File: src/sv/dpts_pkg.sv
// ----------------------------------------------------------------------------
// dpts_pkg: shared types and constants
// Field widths, function codes, FSM states and the ranked-cell record.
// ----------------------------------------------------------------------------
`default_nettype none
package dpts_pkg;

  localparam int ENTRIES_DEF = 1024;
  localparam int DIM_DEF     = 256;
  localparam int MAX_K_DEF   = 16;

  localparam int VAL_W   = 16;
  localparam int ENT_W   = 10;
  localparam int ELEM_W  = 8;
  localparam int PACK_W  = 8;
  localparam int LEN_W   = 9;
  localparam int SCORE_W = 40;
  localparam int LIM_W   = 5;
  localparam int ADDR_W  = 4;
  localparam int DATA_W  = 64;

  localparam logic [LIM_W-1:0] LIMIT_RST = 5'd16;

  // register index, taken from paddr[3]
  localparam logic REG_LIMIT  = 1'b0;
  localparam logic REG_THRESH = 1'b1;

  typedef enum logic [1:0] {
    FN_WRITE  = 2'd0,
    FN_COMMIT = 2'd1,
    FN_CLEAR  = 2'd2,
    FN_QUERY  = 2'd3
  } func_e;

  typedef enum logic [3:0] {
    ST_INIT,
    ST_IDLE,
    ST_CLR_RD,
    ST_CLR_WR,
    ST_META,
    ST_CHECK,
    ST_DOT,
    ST_DRAIN,
    ST_INS,
    ST_FIN,
    ST_OUT
  } state_e;

  typedef struct packed {
    logic              vld;
    logic [PACK_W-1:0] pack;
    logic [LEN_W-1:0]  len;
  } meta_t;

  typedef struct packed {
    logic                      vld;
    logic signed [SCORE_W-1:0] score;
    logic [ENT_W-1:0]          ent;
    logic [PACK_W-1:0]         pack;
  } cell_t;

  typedef struct packed {
    logic clr;
    logic ins;
    logic shift;
  } cell_ctl_t;

endpackage
`default_nettype wire

File: src/sv/dpts_mac.sv
// ----------------------------------------------------------------------------
// dpts_mac: dot product accumulator
// Registered multiply, then accumulate; result saturated to 40 bits.
// ----------------------------------------------------------------------------
`default_nettype none
module dpts_mac #(
  parameter int DIM = dpts_pkg::DIM_DEF
) (
  input  wire logic                                 clk_i,
  input  wire logic                                 rst_ni,
  input  wire logic                                 clr_i,
  input  wire logic                                 vld_i,
  input  wire logic signed [dpts_pkg::VAL_W-1:0]    a_i,
  input  wire logic signed [dpts_pkg::VAL_W-1:0]    b_i,
  output logic                                      busy_o,
  output logic signed [dpts_pkg::SCORE_W-1:0]       sum_o
);

  localparam int PW   = 2 * dpts_pkg::VAL_W;
  localparam int ACCW = PW + $clog2(DIM + 1) + 1;
  localparam logic signed [ACCW-1:0] SMAX =
    ACCW'({1'b0, {(dpts_pkg::SCORE_W-1){1'b1}}});
  localparam logic signed [ACCW-1:0] SMIN =
    -ACCW'({1'b0, {(dpts_pkg::SCORE_W-1){1'b1}}}) - ACCW'(1);

  logic signed [PW-1:0]   prod_q;
  logic                   pv_q;
  logic signed [ACCW-1:0] acc_q, acc_d;

  always_comb begin
    acc_d = acc_q;
    if (clr_i) begin
      acc_d = '0;
    end else if (pv_q) begin
      acc_d = acc_q + ACCW'(prod_q);
    end
  end

  always_ff @(posedge clk_i or negedge rst_ni) begin
    if (!rst_ni) begin
      pv_q  <= 1'b0;
      acc_q <= '0;
    end else begin
      pv_q  <= vld_i & ~clr_i;
      acc_q <= acc_d;
    end
  end

  always_ff @(posedge clk_i) begin
    prod_q <= a_i * b_i;
  end

  assign busy_o = vld_i | pv_q;

  always_comb begin
    if (acc_q > SMAX) begin
      sum_o = dpts_pkg::SCORE_W'(SMAX);
    end else if (acc_q < SMIN) begin
      sum_o = dpts_pkg::SCORE_W'(SMIN);
    end else begin
      sum_o = dpts_pkg::SCORE_W'(acc_q);
    end
  end

endmodule
`default_nettype wire

File: config.mk
export PLATFORM = sky130hd
export DESIGN_NAME = dpts_mac
export DESIGN_NICKNAME = d
export VERILOG_FILES = /design/src/sv/dpts_pkg.sv /design/src/sv/dpts_mac.sv
export SDC_FILE = /design/constraint.sdc
export NUM_CORES = 1
export LEC_CHECK = 0
export ABC_AREA = 1
export BUFFER_PORTS_ARGS = -buffer_cell sky130_fd_sc_hd__buf_4
export CAP_MARGIN = 20
export CORE_ASPECT_RATIO = 0.9
export CORE_MARGIN = 2
export CORE_UTILIZATION = 50
export CTS_CLUSTER_DIAMETER = 30
export DETAILED_ROUTE_END_ITERATION = 6
export GPL_ROUTABILITY_DRIVEN = 0
export PLACE_DENSITY_LB_ADDON = 0.3
export SETUP_SLACK_MARGIN = 0.2
export SLEW_MARGIN = 25
export SYNTH_ARGS = -nofsm -noshare
export SYNTH_HDL_FRONTEND = slang
export SYNTH_SLANG_ARGS = --single-unit
File: constraint.sdc
create_clock -name clk_i -period 2.2 [get_ports clk_i]
set_input_delay 0.11 -clock clk_i [delete_from_list [all_inputs] [get_ports clk_i]]
set_output_delay 0.11 -clock clk_i [all_outputs]
set_load 0.03 [all_outputs]
* Word-level counts from Yosys, hierarchy flattened
Cells that the tools add are included.
Storage, ports and cells: register bits after elaboration 75, output and inout bits 41, logic and storage cells 15
Cells by class: add/sub/neg operators 1, multipliers 1, order comparisons 2, mux-type cells 4, bitwise operators 3, reductions and logical operators 1
Operators by type and width (count):
- 42-bit 2-to-1 mux | 2
- 40-bit 2-to-1 mux | 2
- 42-bit by 32-bit adder with 42-bit output | 1
- 42-bit by 40-bit > comparator with 1-bit output, second input constant | 1
- 42-bit by 40-bit less-than comparator with 1-bit output, second input constant | 1
- 16-bit by 16-bit multiplier with 32-bit output | 1
- 2-bit nonzero test | 1
- 1-bit AND | 1
- 1-bit NOT | 1
- 1-bit OR | 1

* Logic depth before layout (Yosys ltp)
depth in word-level cells 3, gate-level depth with buffers 26

* Worst setup path after synthesis
OpenSTA, ideal clock, no wires.
path kind input port to flip-flop, start point input port b_i[3] (netlist name), end point register prod_q[31], data arrival time 5246 ps, data required time 2088 ps, setup slack -3158 ps, stages on the path 22, buffers on the path 2, cell sequence clkbuf_1 clkbuf_1 nand2_1 inv_1 fa_1 fa_1 fa_1 fa_1 inv_1 fa_1 fa_1 inv_1 ha_1 inv_1 nor3_1 nand2_1 nor2_1 nor2_1 nand2_1 inv_1 nand2_1 nand2_1
Between the ends: cells in the longest elaborated chain, start to end 1
Ends and longest elaborated chain:
- start: declaration | RTL line dpts_mac.sv:14 | input wire logic signed [dpts_pkg::VAL_W-1:0] b_i,
- 16-bit by 16-bit multiplier with 32-bit output | RTL line dpts_mac.sv:50 | prod_q <= a_i * b_i;
- end signal: assignment | RTL line dpts_mac.sv:50
- end: declaration | RTL line dpts_mac.sv:26 | logic signed [PW-1:0] prod_q;
No other way between the ends. A chain may end at the register's enable or synchronous reset.

* Worst setup path in the final report
start point input port a_i[15] (netlist name), end point register prod_q[26]
Between the ends: cells in the longest elaborated chain, start to end 1
Ends and longest elaborated chain:
- start: declaration | RTL line dpts_mac.sv:13 | input wire logic signed [dpts_pkg::VAL_W-1:0] a_i,
- 16-bit by 16-bit multiplier with 32-bit output | RTL line dpts_mac.sv:50
No other way between the ends.

==> reports/qor.log <==
[cts] clock buffers created by TritonCTS 9
[sta] final period demand of the worst path 4.717 ns
[layout] post-layout net count 3,088
[sta] fmax 212.0 MHz
[sta] endpoints failing setup 27
[logic_synthesis] sequential area share after synthesis 10.23%
[sta] Max transition margin 43.23%
[global_route] number of antenna violations at the first check in global routing 0
[layout] share of layout cells above drive strength 1 33.43%
[min_path] worst min-delay path category in2reg
[cts] clock sink count 75
[job] max-cap violations 0
[cts] number of H-tree branching levels 3
[critical_path] reg2reg setup slack 0.16 ns
[route] ANT nets after route 0
[global_route] pin count of the biggest net entering global routing 44
[place] number of port buffers 76
[floorplan] starting density of the core 50.80%
[cts] root buf cell clkbuf_16
[status] violated checks negative setup slack
[critical_path] CP startpoint a_i[15]
[logic_synthesis] count of mapped cells out of synthesis 2,412
[critical_path] termination of the worst setup path prod_q[26]
[logic_synthesis] syn_area_per_cell 6.956 um^2
[sta] Slew Limit Fails 0
[logic_synthesis] Post-Synthesis Cell Area 16,780 um^2
[cts] Clock Pin Slew Worst Setup and Hold Paths 0.06 ns
[layout] final instance area 23,280 um^2
[sta] part of the cycle the worst path needs 214.4%
[critical_path] type of origin of the critical path input pin
[logic_synthesis] number of synthesized flops with an enable pin 0
[route] vias per cell 5.346
[cts] maximum clock path buffer count 2
[layout] Util after Layout 70.47%
[floorplan] Core Box Area 33,030 um^2
[sta] smallest setup slack after layout -2.517 ns
[logic_synthesis] post-synth net total 2,834
[logic_synthesis] Yosys cell types 42
[critical_path] Setup crit end kind flop
[route] total wirelength of the detailed-routed design 54.35 mm
[status] status complete, but fails checks
[layout] ANT cells 0
[route] Vias 16,540
[sta] total negative setup slack -57.81 ns
[critical_path] top fanout value on the critical path 6
[route] detailed-route DRC error count 0
[place] Placement Setup Slack -3.046 ns
[critical_path] Crit path required time 2.47 ns
[layout] layout overhead on the synthesized area 38.74%
[logic_synthesis] most frequently used flop master after synthesis dfrtp_1
[critical_path] cell count of the worst reg-to-reg path 12
[cts] TritonCTS clock tree built
[route] wire length per cell 17.57 um
[critical_path] Crit Path Category in2reg
[sta] number of hold-slack violations in the final timing report 0
[cts] clock latency of the later-clocked register in the worst-skew pair 0.36 ns
[floorplan] Die Span Y 177.8 um
[floorplan] horizontal extent of the die 197.1 um
[floorplan] Total Die Area 35,040 um^2
[sta] Max Clock Skew 0.01382 ns
[critical_path] source of the worst register-to-register timing path acc_q[0]
[logic_synthesis] share of synthesized flip-flops with an asynchronous set or reset 57.33%
[global_route] overall fraction of global-route tracks in use 29.92%
[global_route] global-route wire length before repair 82.77 mm
[floorplan] Site Rows 63
[critical_path] data arrival time of the worst path 4.99 ns
[global_route] remaining global-route overflow 0
[floorplan] IO Count 77
[place] area of placed instances 19,640 um^2
[sta] pin slew with the least headroom to its limit 0.8506 ns
[global_route] vias in the first global route 16,780
[logic_synthesis] synth warn 0
[critical_path] worst reg2reg path endpoint acc_q[16]
[logic_synthesis] Synth Register Bits 75
[place] detailed placer's ending HPWL 39.19 mm
[route] router iterations before antenna repair 7
[route] Starting DRT DRC Count 1,379
[sta] setup repair after global routing missed its margin true
[cell families (layout without fill, tap and decap cells)]
family	Yosys count	count (layout)	synth area share [%]
AOI/OAI and AO/OA	175	176	5.981
DFF	75	75	10.23
buffers and inverters	750	1008	16.82
xor gates and xnor gates	32	32	1.670
adders and majority gates	386	386	40.55
and+or+nand+nor	994	994	24.74
[placed cells by master (no fill, tap or decap), drive strengths merged, types with 20 or more instances in the layout]
master and n:
nand2 738, inv 676, buf 312, fa 263
nor2 144, ha 123, a21oi 106, nand3 68
o21ai 44, dfrtp 43, dfxtp 32, xor2 22
nand4 20
[synthesized netlist by cell type, types with 3 or more instances]
cell	number	area, um^2
a21o_1	4	30.03
a21oi_1	101	505.5
a21oi_2	3	26.28
buf_2	6	30.03
clkbuf_1	66	247.7
dfrtp_1	43	1076
dfxtp_1	32	640.6
fa_1	263	5265
ha_1	123	1539
inv_1	667	2504
inv_2	8	30.03
nand2_1	709	2661
nand2_2	28	175.2
nand3_1	62	310.3
nand3_2	6	60.06
nand3b_1	10	75.07
nand4_1	20	125.1
nor2_1	117	439.2
nor2_2	21	131.4
nor2_4	6	67.56
nor3_1	5	25.02
o21ai_0	38	190.2
o21ai_2	3	26.28
o21bai_1	7	52.55
o22ai_1	8	50.05
or2_2	5	31.28
xnor2_1	10	87.58
xor2_1	22	192.7
[worst min path at each step]
stage	from	end	slack [ns]	cells after the start
6_report	b_i[0]	prod_q[0]	0.23	4
5_1_grt	b_i[0]	prod_q[0]	0.26	4
4_1_cts	a_i[0]	prod_q[0]	0.18	4
3_5_place_dp	rst_ni	acc_q[1]	0.16	1
3_3_place_gp	rst_ni	acc_q[4]	0.16	1
2_1_floorplan	rst_ni	acc_q[0]	-0.19	0
[flip-flops by register name (all words and copies together) (netlist names)]
name	flops
prod_q	32
acc_q	42
pv_q	1
[critical path, stage by stage]
cell	delay, ns
buf_12	0.13
nand2_4	0.09
inv_4	0.04
fa_2	0.63
buf_4	0.13
fa_1	0.43
fa_2	0.57
fa_2	0.43
fa_1	0.49
inv_1	0.05
fa_1	0.48
inv_1	0.06
ha_4	0.31
nand2_2	0.10
nor2_2	0.15
inv_2	0.09
buf_4	0.14
nor2_2	0.11
nand3_1	0.09
nand4_1	0.17
xor2_1	0.17
[layer usage]
layer / part of all wire, % / global-route usage [%] / vias to the layer above / wire length (um)
met3: 9.3 / 6.727 / 214 / 5037
li1: - / - / 7497 / -
met2: 47 / 48.91 / 793 / 25580
met1: 40 / 40.28 / 8031 / 21960
met5: 0 / 0 / - / 0
met4: 3.3 / 7.895 / 0 / 1768
[what timing repair did]
action / CTS / global route
hold buffers: 3 / 0
pin swaps: 135 / 162
setup endpoints to repair: 88 / 71
buffers inserted: 28 / 39
endpoints found under the hold margin: 44 / 0
gates resized for setup: 300 / 377
gates cloned: 6 / 0
[per-stage QoR]
stage	hold slack, ns	cells
finish	0.2255	3093
global route	0.2587	3093
CTS	0.1752	3054
detailed placement	0.1598	3001
global placement	0.1564	3001
floorplan	-0.1856	2412
[final cells by class]
class | instances | area, um^2
flip-flops and latches | 75 | 1718
clock inverters | 5 | 66.31
inverters | 677 | 2595
fillers | 2375 | 9752
clock buffers | 11 | 254.0
multi-input cells | 1588 | 14970
repair buffers | 315 | 3143
well taps | 422 | 528.0
Power is not shown: default switching activity piles up to over one toggle a cycle in this logic, so the estimate is an artifact.
