## src/sv/dpts_pkg.sv

```systemverilog
// ----------------------------------------------------------------------------
// dpts_pkg: shared types and constants
// Field widths, function codes, FSM states and the ranked-cell record.
// ----------------------------------------------------------------------------
`default_nettype none
package dpts_pkg;

  localparam int ENTRIES_DEF = 1024;
  localparam int DIM_DEF     = 256;
  localparam int MAX_K_DEF   = 16;

  localparam int VAL_W   = 16;
  localparam int ENT_W   = 10;
  localparam int ELEM_W  = 8;
  localparam int PACK_W  = 8;
  localparam int LEN_W   = 9;
  localparam int SCORE_W = 40;
  localparam int LIM_W   = 5;
  localparam int ADDR_W  = 4;
  localparam int DATA_W  = 64;

  localparam logic [LIM_W-1:0] LIMIT_RST = 5'd16;

  // register index, taken from paddr[3]
  localparam logic REG_LIMIT  = 1'b0;
  localparam logic REG_THRESH = 1'b1;

  typedef enum logic [1:0] {
    FN_WRITE  = 2'd0,
    FN_COMMIT = 2'd1,
    FN_CLEAR  = 2'd2,
    FN_QUERY  = 2'd3
  } func_e;

  typedef enum logic [3:0] {
    ST_INIT,
    ST_IDLE,
    ST_CLR_RD,
    ST_CLR_WR,
    ST_META,
    ST_CHECK,
    ST_DOT,
    ST_DRAIN,
    ST_INS,
    ST_FIN,
    ST_OUT
  } state_e;

  typedef struct packed {
    logic              vld;
    logic [PACK_W-1:0] pack;
    logic [LEN_W-1:0]  len;
  } meta_t;

  typedef struct packed {
    logic                      vld;
    logic signed [SCORE_W-1:0] score;
    logic [ENT_W-1:0]          ent;
    logic [PACK_W-1:0]         pack;
  } cell_t;

  typedef struct packed {
    logic clr;
    logic ins;
    logic shift;
  } cell_ctl_t;

endpackage
`default_nettype wire

```

## src/sv/dpts_cell.sv

```systemverilog
// ----------------------------------------------------------------------------
// dpts_cell: one slot of the ranked result chain
// Keeps one candidate; inserts, shifts down on insertion, shifts up on pop.
// ----------------------------------------------------------------------------
`default_nettype none
module dpts_cell (
  input  wire logic                clk_i,
  input  wire logic                rst_ni,
  input  wire dpts_pkg::cell_ctl_t ctl_i,
  input  wire dpts_pkg::cell_t     cand_i,
  input  wire dpts_pkg::cell_t     prev_i,
  input  wire logic                prev_beat_i,
  input  wire dpts_pkg::cell_t     next_i,
  output dpts_pkg::cell_t          cur_o,
  output logic                     beat_o
);

  dpts_pkg::cell_t cell_q, cell_d;

  // strict compare: an equal score stays ahead (lower entry index)
  assign beat_o = ctl_i.ins & (~cell_q.vld | (cand_i.score > cell_q.score));

  always_comb begin
    cell_d = cell_q;
    if (ctl_i.clr) begin
      cell_d.vld = 1'b0;
    end else if (ctl_i.shift) begin
      cell_d = next_i;
    end else if (prev_beat_i) begin
      cell_d = prev_i;
    end else if (beat_o) begin
      cell_d = cand_i;
    end
  end

  always_ff @(posedge clk_i or negedge rst_ni) begin
    if (!rst_ni) begin
      cell_q <= '0;
    end else begin
      cell_q <= cell_d;
    end
  end

  assign cur_o = cell_q;

endmodule
`default_nettype wire

```

## config.mk

```make
export PLATFORM = sky130hd
export DESIGN_NAME = dpts_cell
export DESIGN_NICKNAME = d
export VERILOG_FILES = /design/src/sv/dpts_pkg.sv /design/src/sv/dpts_cell.sv
export SDC_FILE = /design/constraint.sdc
export NUM_CORES = 1
export LEC_CHECK = 0
export ABC_AREA = 1
export BUFFER_PORTS_ARGS = -buffer_cell sky130_fd_sc_hd__buf_4
export CAP_MARGIN = 20
export CORE_ASPECT_RATIO = 0.6
export CORE_MARGIN = 8
export CORE_UTILIZATION = 45
export CTS_BUF_LIST = sky130_fd_sc_hd__clkbuf_2
export DETAILED_ROUTE_END_ITERATION = 6
export GPL_TIMING_DRIVEN = 0
export PLACE_DENSITY_LB_ADDON = 0.08
export SYNTH_ARGS = -nofsm -noshare
export SYNTH_HDL_FRONTEND = slang
export SYNTH_SLANG_ARGS = --single-unit
```

## constraint.sdc

```tcl
create_clock -name clk_i -period 2.65 [get_ports clk_i]
set_input_delay 0.53 -clock clk_i [delete_from_list [all_inputs] [get_ports clk_i]]
set_output_delay 0.53 -clock clk_i [all_outputs]
set_load 0.1 [all_outputs]
```

[After elaboration in Yosys (flattened, before gate mapping)]
Index checks and enable logic that the tools add are counted.
Cells by class
  muxes and demuxes: 4
  bitwise logic cells: 4
  reductions and logical operators: 3
  magnitude comparators: 1
Operators by type and width (count)
  2-to-1 mux 59 bit: 3
  greater-than comparator 40 bit: 1
  nonzero test 4 bit: 1
  nonzero test 3 bit: 1
  NOT 1 bit: 2
  AND reduction 2 bit: 1
  bitwise AND 1 bit: 1
  2-to-1 mux 1 bit: 1
  OR 1 bit: 1
Word-level totals
  output and inout bits: 60
  register bits: 59

[Longest topological paths before layout]
Gate-level depths: netlist of the first run.
  depth after elaboration: 7
  gate-level depth with buffers: 23

[Worst setup path before layout of the first run]
No wires, ideal clock.
  path kind: register to output
  start point: register cell_q (netlist bit cur_o[57])
  end point: output beat_o
  required time: 2.120 ns
  data arrival time: 2.858 ns
  stages on the path, launching flop included: 17
  path slack: -0.738 ns
  cell sequence: dfrtp_1 -> inv_1 -> ha_1 -> nand2_1 -> nor2_1 -> nand2_1 -> nor2_1 -> nand2_1 -> nor2_1 -> nor2_1 -> nand2_1 -> nand2_1 -> nand2_1 -> nand2_1 -> nand2_1 -> nand2_2 -> inv_1
On the way
  longest elaborated chain between the ends: 3
RTL lines
  from (decl): RTL line dpts_cell.sv:18  | dpts_pkg::cell_t cell_q, cell_d;
  from (signal assigned): RTL line dpts_cell.sv:40  | cell_q <= cell_d;
  greater-than comparator 40 bit: RTL line dpts_cell.sv:21  | assign beat_o = ctl_i.ins & (~cell_q.vld | (cand_i.score > cell_q.score));
  OR 1 bit: RTL line dpts_cell.sv:21
  bitwise AND 1 bit: RTL line dpts_cell.sv:21
  to (decl): RTL line dpts_cell.sv:15  | output logic beat_o
No other way between the ends.

[Final worst setup path of the first run]
  start point: register cell_q (netlist bit cur_o[40])
  end point: output beat_o
Same word-level chain as after synthesis.

==> results of run 1 <==
area by class of cell:
class,count,area share
buffer,37,0.0317
clock buffer,10,0.00664
inverter,58,0.0300
multi-input combinational,501,0.409
clock inverter,6,0.0106
timing repair buffer,266,0.275
tap,135,0.0224
sequential,59,0.214
power by group:
part,leakage (uW),total (uW),internal (uW),switching [uW]
sequential,0.000684,1160,1070,92.4
combinational,0.00325,2300,736,1560
clock,0.0000770,670,308,362
total,0.00401,4130,2110,2010
per-stage QoR:
step / area [sq um] / power, uW / setup WS, ns / utilization
after floorplan: 4840 / 2620 / -0.129 / -
after global placement: 6810 / 3210 / -0.316 / 0.682
after detailed placement: 6810 / 3250 / -0.358 / 0.682
after CTS: 7110 / 3970 / -0.534 / 0.712
after global routing: 7540 / 4330 / -0.669 / 0.755
final: 7540 / 4130 / -0.452 / 0.755
logic make-up after synthesis:
kind of cell,after synthesis,synth area share
AO/OA/AOI/OAI,79,0.0863
flip-flops,59,0.316
buffers and inverters,96,0.0863
AND/OR/NAND/NOR,324,0.280
adder cells (fa/ha/maj),40,0.107
multiplexers,58,0.124
layer usage:
metal | track usage | up-vias | wire length [um]
met4 | 0.0717 | 0 | 416
met5 | 0 | - | 0
met3 | 0.0712 | 34 | 1220
met1 | 0.278 | 2507 | 7560
met2 | 0.403 | 210 | 8540
li1 | - | 2688 | -
what timing repair did:
| item | in CTS | in global routing |
|---|---|---|
| buffers inserted | 12 | 12 |
| endpoints found under the setup margin | 35 | 60 |
| pin swaps | 10 | 36 |
| hold endpoints to repair | 0 | 0 |
| cloned | 0 | 2 |
| resized for setup | 13 | 78 |
worst max path at each step:
stage | end | startpoint | cells after the start | slack [ns]
4_1_cts | beat_o | cur_o[57] | 17 | -0.53
5_1_grt | beat_o | cur_o[39] | 15 | -0.67
3_3_place_gp | beat_o | cand_i[45] | 17 | -0.32
6_report | beat_o | cur_o[40] | 17 | -0.45
2_1_floorplan | beat_o | cur_o[57] | 15 | -0.13
3_5_place_dp | beat_o | cand_i[49] | 17 | -0.36
Yosys cell counts:
| master | instances | area (sq um) |
|---|---|---|
| a21o_1 | 2 | 15.0 |
| a21oi_1 | 15 | 75.1 |
| o21ai_0 | 61 | 305 |
| buf_1 | 3 | 11.3 |
| dfrtp_1 | 59 | 1480 |
| buf_6 | 4 | 45.0 |
| inv_1 | 57 | 214 |
| ha_1 | 40 | 500 |
| clkinv_1 | 1 | 3.75 |
| nand4_1 | 1 | 6.26 |
| nor2_1 | 19 | 71.3 |
| nand2_1 | 237 | 890 |
| buf_2 | 7 | 35.0 |
| mux2i_1 | 58 | 581 |
| nor3_1 | 1 | 5.00 |
| nand3_1 | 63 | 315 |
| buf_4 | 1 | 7.51 |
| nand2_2 | 3 | 18.8 |
| clkbuf_1 | 23 | 86.3 |
| a21boi_0 | 1 | 7.51 |
==> out/metrics.yaml, run 1 <==
diodes: 0
synth_cell_types: 20
ys_warn_count: 0
synth-seq-cells: 59
die_x_um: 148
clock_path_buffers: 2
tns_ns: -0.452
multi_input_area_sq_um: 3090
core_area_sq_um: 9980
start_kind: "flip-flop"
grt_pass1_wl_mm: 26.3
maxSlewViolCount: 0
fill_cells: 794
syn_inst: 656
required_ns: 2.12
clock_latency_ns: 0.52
final_nets: 1155
hold_class: "in2async"
largest_reg_flops: 59
fin_crit_ns: 3.10
htreeDepth: 3
fmax_ghz: 0.322
ant_nets: 0
gr-total-overflow: 0
dp.cells: 1031
period_share: 1.17
r2r_slack_ns: 0
criticalPathCategory: "reg2out"
drtIter0Drc: 272
rows: 28
reg2reg_to: "cur_o[56]"
numCtsBuffers: 9
clock_sinks: 59
die_height_um: 94.9
ff_latch_area_sq_um: 1620
wl_per_cell_um: 16.5
layout_commonest_cell: "buf_4"
syn_avg_cell_area_sq_um: 7.12
clk_pin_slew_ns: 0.18
violations: "negative setup slack"
grt_antenna_before_repair: 0
fin_cells: 1072
layout_common_cells: "buf_4, nand2_1, nand3_1"
worst_slack_ns: -0.452
via_per_inst: 5.07
drive_above_1_share: 0.423
timing.critical_path.mode_cell: "nand2_2"
cts_hold_buffers: 0
io_pins: 243
drc: 0
port_buffers: 240
clock-root-buffer: "clkbuf_2"
p_leak_uw: 0.00401
wl_mm: 17.7
worstMarginPinSlew_ns: 0.821
grt_pass1_vias: 5459
path_cells: "inv_2, ha_1, nand2_2, nor2_4, nand3_2, nor2_2, nand2_2, nor2_2, nor2_2, nand2_1, nand2_1, nand2_1, nand2_2, nand2_2, nand2_2, clkinvlp_4, buf_12"
vias: 5439
slowest_delay_ns: 0.47
syn2layout_area_growth_pct: 61.5
hold_viol_final: 0
grt_max_degree: 60
cp_slowest_cell: "dfrtp_4"
crit_buf_inv: 3
start_util: 0.468
ys_seq_area_frac: 0.316
maxCapViolations: 0
netlist_area_sq_um: 4670
rsz0062_at_grt: "yes"
crit_family: "simple AND/OR/NAND/NOR gates"
critPathArrivalTime_ns: 2.57
r2r_cells: 22
reg2reg_from: "cur_o[40]"
cts_tree: "built"
die_area_sq_um: 14000
grt_usage: 0.234
whs_ns: 0.0611
power_density_nw_per_um2: 547
worstSetupEndpointType: "primary output"
skew_ns: 0.0224
syn_nets: 879
setup_viol: 1
slew_headroom: 0.453
dr.pass1.iters: 5
dp_hpwl_mm: 13.8
peakVddDrop_mv: 0.306
crit_path_max_fanout: 3
status: "finished, violations left"
place_congestion: 0.835
Note: power is estimated with default switching activity, not from simulation.
==> inputs of run 2 (changes only) <==
--- a/config.mk
+++ b/config.mk
@@ -10,7 +10,7 @@
 export CAP_MARGIN = 20
 export CORE_ASPECT_RATIO = 0.6
 export CORE_MARGIN = 8
-export CORE_UTILIZATION = 45
+export CORE_UTILIZATION = 47
 export CTS_BUF_LIST = sky130_fd_sc_hd__clkbuf_2
 export DETAILED_ROUTE_END_ITERATION = 6
 export GPL_TIMING_DRIVEN = 0
==> run 2 against run 1 <==
Effect of this change:
- the run still ends with negative setup slack left
- routed wire length grew 3.4%
- hold slack lost 0.013 ns
- count of clock-buffer cells in the layout is the same
- combinational power grew 3%
- critical endpoint unchanged
==> out/metrics.yaml, run 2 (synthesis results as in run 1) <==
status: "finished, violations left"
violations: "negative setup slack"
dp.cells: 1031  # unchanged
timing.critical_path.mode_cell: "nand2_2"
clock_path_buffers: 2  # unchanged
critPathArrivalTime_ns: 2.59  # +0.02 ns
fin_cells: 1076  # +0.37%
ant_nets: 0  # unchanged
grt_pass1_vias: 5332  # -2.3%
largest_reg_flops: 59  # unchanged
syn2layout_area_growth_pct: 64.1
grt_max_degree: 60  # unchanged
die_area_sq_um: 13500  # -3.7%
cts_hold_buffers: 0  # unchanged
path_cells: "inv_1, ha_1, nand2_2, nor2_2, nand2_2, nor2_4, nand2_2, nor2_2, nor2_2, nand3_1, nand2_1, nand2_1, nand2_1, nand2_2, clkinvlp_4, buf_12"
switching_share: 0.489  # +0.00108
fin_util: 0.784  # +0.0289
dr.pass1.iters: 5  # unchanged
cts_tree: "built"
die_height_um: 93.2  # -1.8%
fin_crit_ns: 3.12  # +0.0186 ns
skew_ns: 0.0195  # -0.00286 ns
gr-total-overflow: 0  # unchanged
worst_slack_ns: -0.471  # -0.0186 ns
drtIter0Drc: 344  # +26%
maxCapViolations: 0  # unchanged
die_x_um: 145  # -1.9%
tns_ns: -0.471  # -0.0186 ns
p_total_uw: 4210  # +1.9%
preCtsSetupSlack_ns: -0.351  # +0.00672 ns
worstSetupEndpointType: "primary output"
drive_above_1_share: 0.451  # +0.0280
worstMarginPinSlew_ns: 0.846  # +0.0248 ns
slew_headroom: 0.436  # -0.0165
power_switching_uw: 2060  # +2.2%
required_ns: 2.12  # about the same
htreeDepth: 3  # unchanged
clock_sinks: 59  # unchanged
internal-power_uw: 2150  # +1.7%
pwr-share-comb: 0.564  # +0.008
power_density_nw_per_um2: 549  # +0.29%
core_area_sq_um: 9770  # -2.1%
grt_pass1_wl_mm: 26.5  # +0.73%
cp_slowest_cell: "dfrtp_4"
place_congestion: 0.833  # -0.32%
diodes: 0  # unchanged
drc: 0  # unchanged
clock-root-buffer: "clkbuf_2"
crit_family: "simple AND/OR/NAND/NOR gates"
clock_latency_ns: 0.52  # about the same
fill_cells: 713  # -10%
crit_path_max_fanout: 2  # -1
criticalPathCategory: "reg2out"
fmax_ghz: 0.320  # -0.59%
numCtsBuffers: 9  # unchanged
layout_common_cells: "buf_4, nand2_1, nand3_1"
vias: 5615  # +3.2%
rsz0062_at_grt: "yes"
maxSlewViolCount: 0  # unchanged
final_nets: 1159  # +0.35%
wl_per_cell_um: 17.0  # +3.0%
crit_buf_inv: 3  # unchanged
hold_viol_final: 0  # unchanged
dp_hpwl_mm: 13.5  # -2.0%
port_buffers: 240  # unchanged
setup_viol: 1  # unchanged
p_seq_frac: 0.277  # -0.004
clockPowerShare: 0.159  # -0.003
clk_pin_slew_ns: 0.18  # about the same
wl_mm: 18.3  # +3.4%
grt_antenna_before_repair: 0  # unchanged
hold_class: "in2async"
start_util: 0.478  # +0.0101
period_share: 1.18  # +0.00701
slowest_delay_ns: 0.45  # -0.02 ns
via_per_inst: 5.22  # +2.9%
rows: 28  # unchanged
grt_usage: 0.248  # +0.0142
layout_commonest_cell: "buf_4"
p_leak_uw: 0.00401  # -0.13%
start_kind: "flip-flop"
io_pins: 243  # unchanged
peakVddDrop_mv: 0.322  # +5.3%
==> run 2: cell types whose count changed in the layout (fill, tap and decap cells not counted), sizes merged <==
cell / previous run / this run
buf: 278 / 279
clkbuf: 35 / 38
==> run 2: layout make-up <==
cell class / count / area (sq um) / share of cell area
Timing Repair Buffer: 269 / 2060 / 0.269
Tap cell: 135 / 169 / 0.0220
Buffer: 38 / 213 / 0.0278
Inverter: 58 / 231 / 0.0302
Clock inverter: 6 / 80.1 / 0.0104
Multi-Input combinational cell: 501 / 3240 / 0.423
Sequential cell: 59 / 1620 / 0.211
Clock buffer: 10 / 50.0 / 0.00653
==> run 2: final timing paths <==
path	startpoint	to	slack [ns]	depth (start not counted)
hold reg to reg	cur_o[8]	cur_o[8]	0.50	2
hold / removal	rst_ni	cur_o[45]	0.05	1
setup / recovery	cur_o[52]	beat_o	-0.47	16
min in group clk_i	next_i[47]	cur_o[47]	0.33	5
setup reg to reg	cur_o[52]	cur_o[38]	0.03	22
max in group asynchronous	rst_ni	cur_o[41]	1.97	1
==> run 2: timing repair <==
action                     CTS  global route
pin swaps                   11            34
resized for setup           17            83
buffers inserted            13            16
cloned                       0             1
setup endpoints to repair   22            60
==> run 2: through the flow <==
step	cell area (sq um)	hold WS (ns)
3_3_place_gp	6810	0.455
4_1_cts	7140	0.0599
3_5_place_dp	6810	0.460
2_1_floorplan	4840	0.234
5_1_grt	7660	0.0551
6_report	7660	0.0479
==> run 2: power groups by stage <==
stage          registers [uW]  clock network [uW]  logic (uW)
2_1_floorplan            2070                   0         553
3_3_place_gp             1170                   0        2030
3_5_place_dp             1180                   0        2070
4_1_cts                  1160                 677        2150
5_1_grt                  1180                 722        2520
6_report                 1160                 669        2370
==> run 2: per-layer routing <==
metal  track usage  wire length [um]
met5             0                 0
met4        0.0457               260
met3        0.0793              1680
met2         0.420              9070
met1         0.306              7320
==> inputs of run 3 (changes only) <==
--- a/config.mk
+++ b/config.mk
@@ -15,6 +15,7 @@
 export DETAILED_ROUTE_END_ITERATION = 6
 export GPL_TIMING_DRIVEN = 0
 export PLACE_DENSITY_LB_ADDON = 0.08
+export REMOVE_ABC_BUFFERS = 1
 export SYNTH_ARGS = -nofsm -noshare
 export SYNTH_HDL_FRONTEND = slang
 export SYNTH_SLANG_ARGS = --single-unit
==> run 3 against run 2 <==
Effect of this change:
- the flow still finishes with violations (negative setup slack)
- fmax is 3.8% higher
- global-route usage is 0.78 points lower
- clock skew is 0.0041 ns higher
- first-iteration DRC count is 29% lower
- critical path type unchanged
- critical endpoint unchanged
- largest power group unchanged
==> out/metrics.yaml, run 3 (synthesis results as in run 1) <==
p_leak_uw: 0.00429  # +7.1%
wl_per_cell_um: 17.8  # +4.7%
fill_cells: 684  # -4.1%
hold_viol_final: 0  # unchanged
criticalPathCategory: "reg2out"
period_share: 1.13  # -0.0428
place_congestion: 0.800  # -3.9%
clock-root-buffer: "clkbuf_2"
dr.pass1.iters: 4  # -1
crit_family: "simple AND/OR/NAND/NOR gates"
power_switching_uw: 2110  # +2.7%
die_x_um: 145  # unchanged
start_util: 0.478  # unchanged
clock_sinks: 59  # unchanged
grt_pass1_vias: 5241  # -1.7%
hold_class: "in2async"
numCtsBuffers: 9  # unchanged
htreeDepth: 3  # unchanged
violations: "negative setup slack"
rsz0062_at_grt: "yes"
reg2reg_to: "cur_o[18]"
setup_viol: 49  # +48
fin_crit_ns: 3.01  # -0.113 ns
skew_ns: 0.0236  # +0.00410 ns
timing.critical_path.mode_cell: "nand2_1"
power_density_nw_per_um2: 531  # -3.2%
grt_max_degree: 120  # +100%
p_seq_frac: 0.268  # -0.009
die_area_sq_um: 13500  # unchanged
clock_path_buffers: 2  # unchanged
layout_common_cells: "buf_4, nand2_1, nand2_2"
crit_buf_inv: 3  # unchanged
switching_share: 0.506  # +0.0169
grt_usage: 0.240  # -0.00782
preCtsSetupSlack_ns: -1.19  # -0.837 ns
reg2reg_from: "cur_o[47]"
drive_above_1_share: 0.476  # +0.0259
status: "finished, violations left"
crit_path_max_fanout: 3  # +1
path_cells: "inv_2, ha_4, nand2_1, nor2_4, nand2_2, nor2_4, nand2_2, nor2_2, nor2_2, nand2_1, nand2_1, nand2_1, nand2_1, nand2_2, nand2_4, inv_2, buf_12"
grt_antenna_before_repair: 0  # unchanged
slew_headroom: 0.298  # -0.138
largest_reg_flops: 59  # unchanged
crit_cells: 17  # +1
tns_ns: -2.47  # -2.00 ns
maxSlewViolCount: 0  # unchanged
drtIter0Drc: 245  # -29%
vias: 5589  # -0.46%
worstSetupEndpointType: "primary output"
drc: 0  # unchanged
core_area_sq_um: 9770  # unchanged
r2r_slack_ns: -0.09  # -0.12 ns
via_per_inst: 5.22  # about the same
fin_util: 0.804  # +0.0202
gr-total-overflow: 0  # unchanged
critPathArrivalTime_ns: 2.48  # -0.11 ns
cts_tree: "built"
dp_hpwl_mm: 12.1  # -10%
clockPowerShare: 0.139  # -0.020
peakVddDrop_mv: 0.374  # +16%
clk_pin_slew_ns: 0.19  # about the same
io_pins: 243  # unchanged
start_kind: "flip-flop"
slowest_delay_ns: 0.42  # -0.03 ns
syn2layout_area_growth_pct: 68.4
wl_mm: 19.1  # +4.2%
rows: 28  # unchanged
die_height_um: 93.2  # unchanged
layout_commonest_cell: "buf_4"
port_buffers: 242  # +0.83%
required_ns: 2.12  # about the same
worst_slack_ns: -0.357  # +0.113 ns
diodes: 0  # unchanged
final_nets: 1155  # -0.35%
r2r_cells: 23  # +4.5%
clock_latency_ns: 0.52  # about the same
grt_pass1_wl_mm: 25.8  # -2.7%
p_total_uw: 4180  # -0.68%
maxCapViolations: 0  # unchanged
ant_nets: 0  # unchanged
cp_slowest_cell: "dfrtp_1"
fmax_ghz: 0.333  # +3.8%
worstMarginPinSlew_ns: 1.05  # +0.207 ns
pwr-share-comb: 0.593  # +0.029
internal-power_uw: 2060  # -4.0%
## run 3: how the worst max path moves through the flow
stage	from	end	slack (ns)
final	cur_o[47]	beat_o	-0.36
after CTS	cur_o[49]	beat_o	-0.41
after detailed placement	cand_i[57]	cur_o[7]	-1.19
after global routing	cur_o[45]	beat_o	-0.57
after floorplan	cur_o[57]	cur_o[0]	-1.12
after global placement	cand_i[57]	cur_o[48]	-1.86
## run 3: what timing repair did
item | 4_1_cts | 5_1_grt
hold endpoints to repair | 0 | 0
gates resized for setup | 20 | 146
hold buffers | 0 | 0
pin swaps | 12 | 19
endpoints found under the setup margin | 60 | 59
setup buffers | 18 | 30
gates cloned | 0 | 10
## run 3: stage by stage
| stage | cell area (sq um) | hold slack, ns | cells |
|---|---|---|---|
| floorplan | 4480 | 0.234 | 618 |
| global placement | 6470 | 0.456 | 995 |
| detailed placement | 6540 | 0.464 | 998 |
| CTS | 6860 | 0.0685 | 1031 |
| global route | 7860 | 0.0801 | 1071 |
| finish | 7860 | 0.0804 | 1071 |
## run 3: power groups by stage
stage	clock network (uW)	registers (uW)	logic, uW
3_3_place_gp	0	1120	1990
5_1_grt	620	1130	2620
3_5_place_dp	0	1130	2030
2_1_floorplan	0	2000	491
6_report	581	1120	2480
4_1_cts	580	1100	2130
## run 3: cell type report
cell class	count	area (sq um)	share of cell area
clock inverters	4	42.5	0.00541
inverters	58	219	0.0278
multi-input cells	504	3440	0.437
well taps	135	169	0.0215
repair buffers	300	2460	0.313
clock buffers	11	55.1	0.00700
flip-flops and latches	59	1480	0.188
## run 3: metal layers
layer,share of wire,global-route usage
met5,0,0
met4,0.015,0.0620
met3,0.11,0.106
met2,0.49,0.412
met1,0.39,0.269
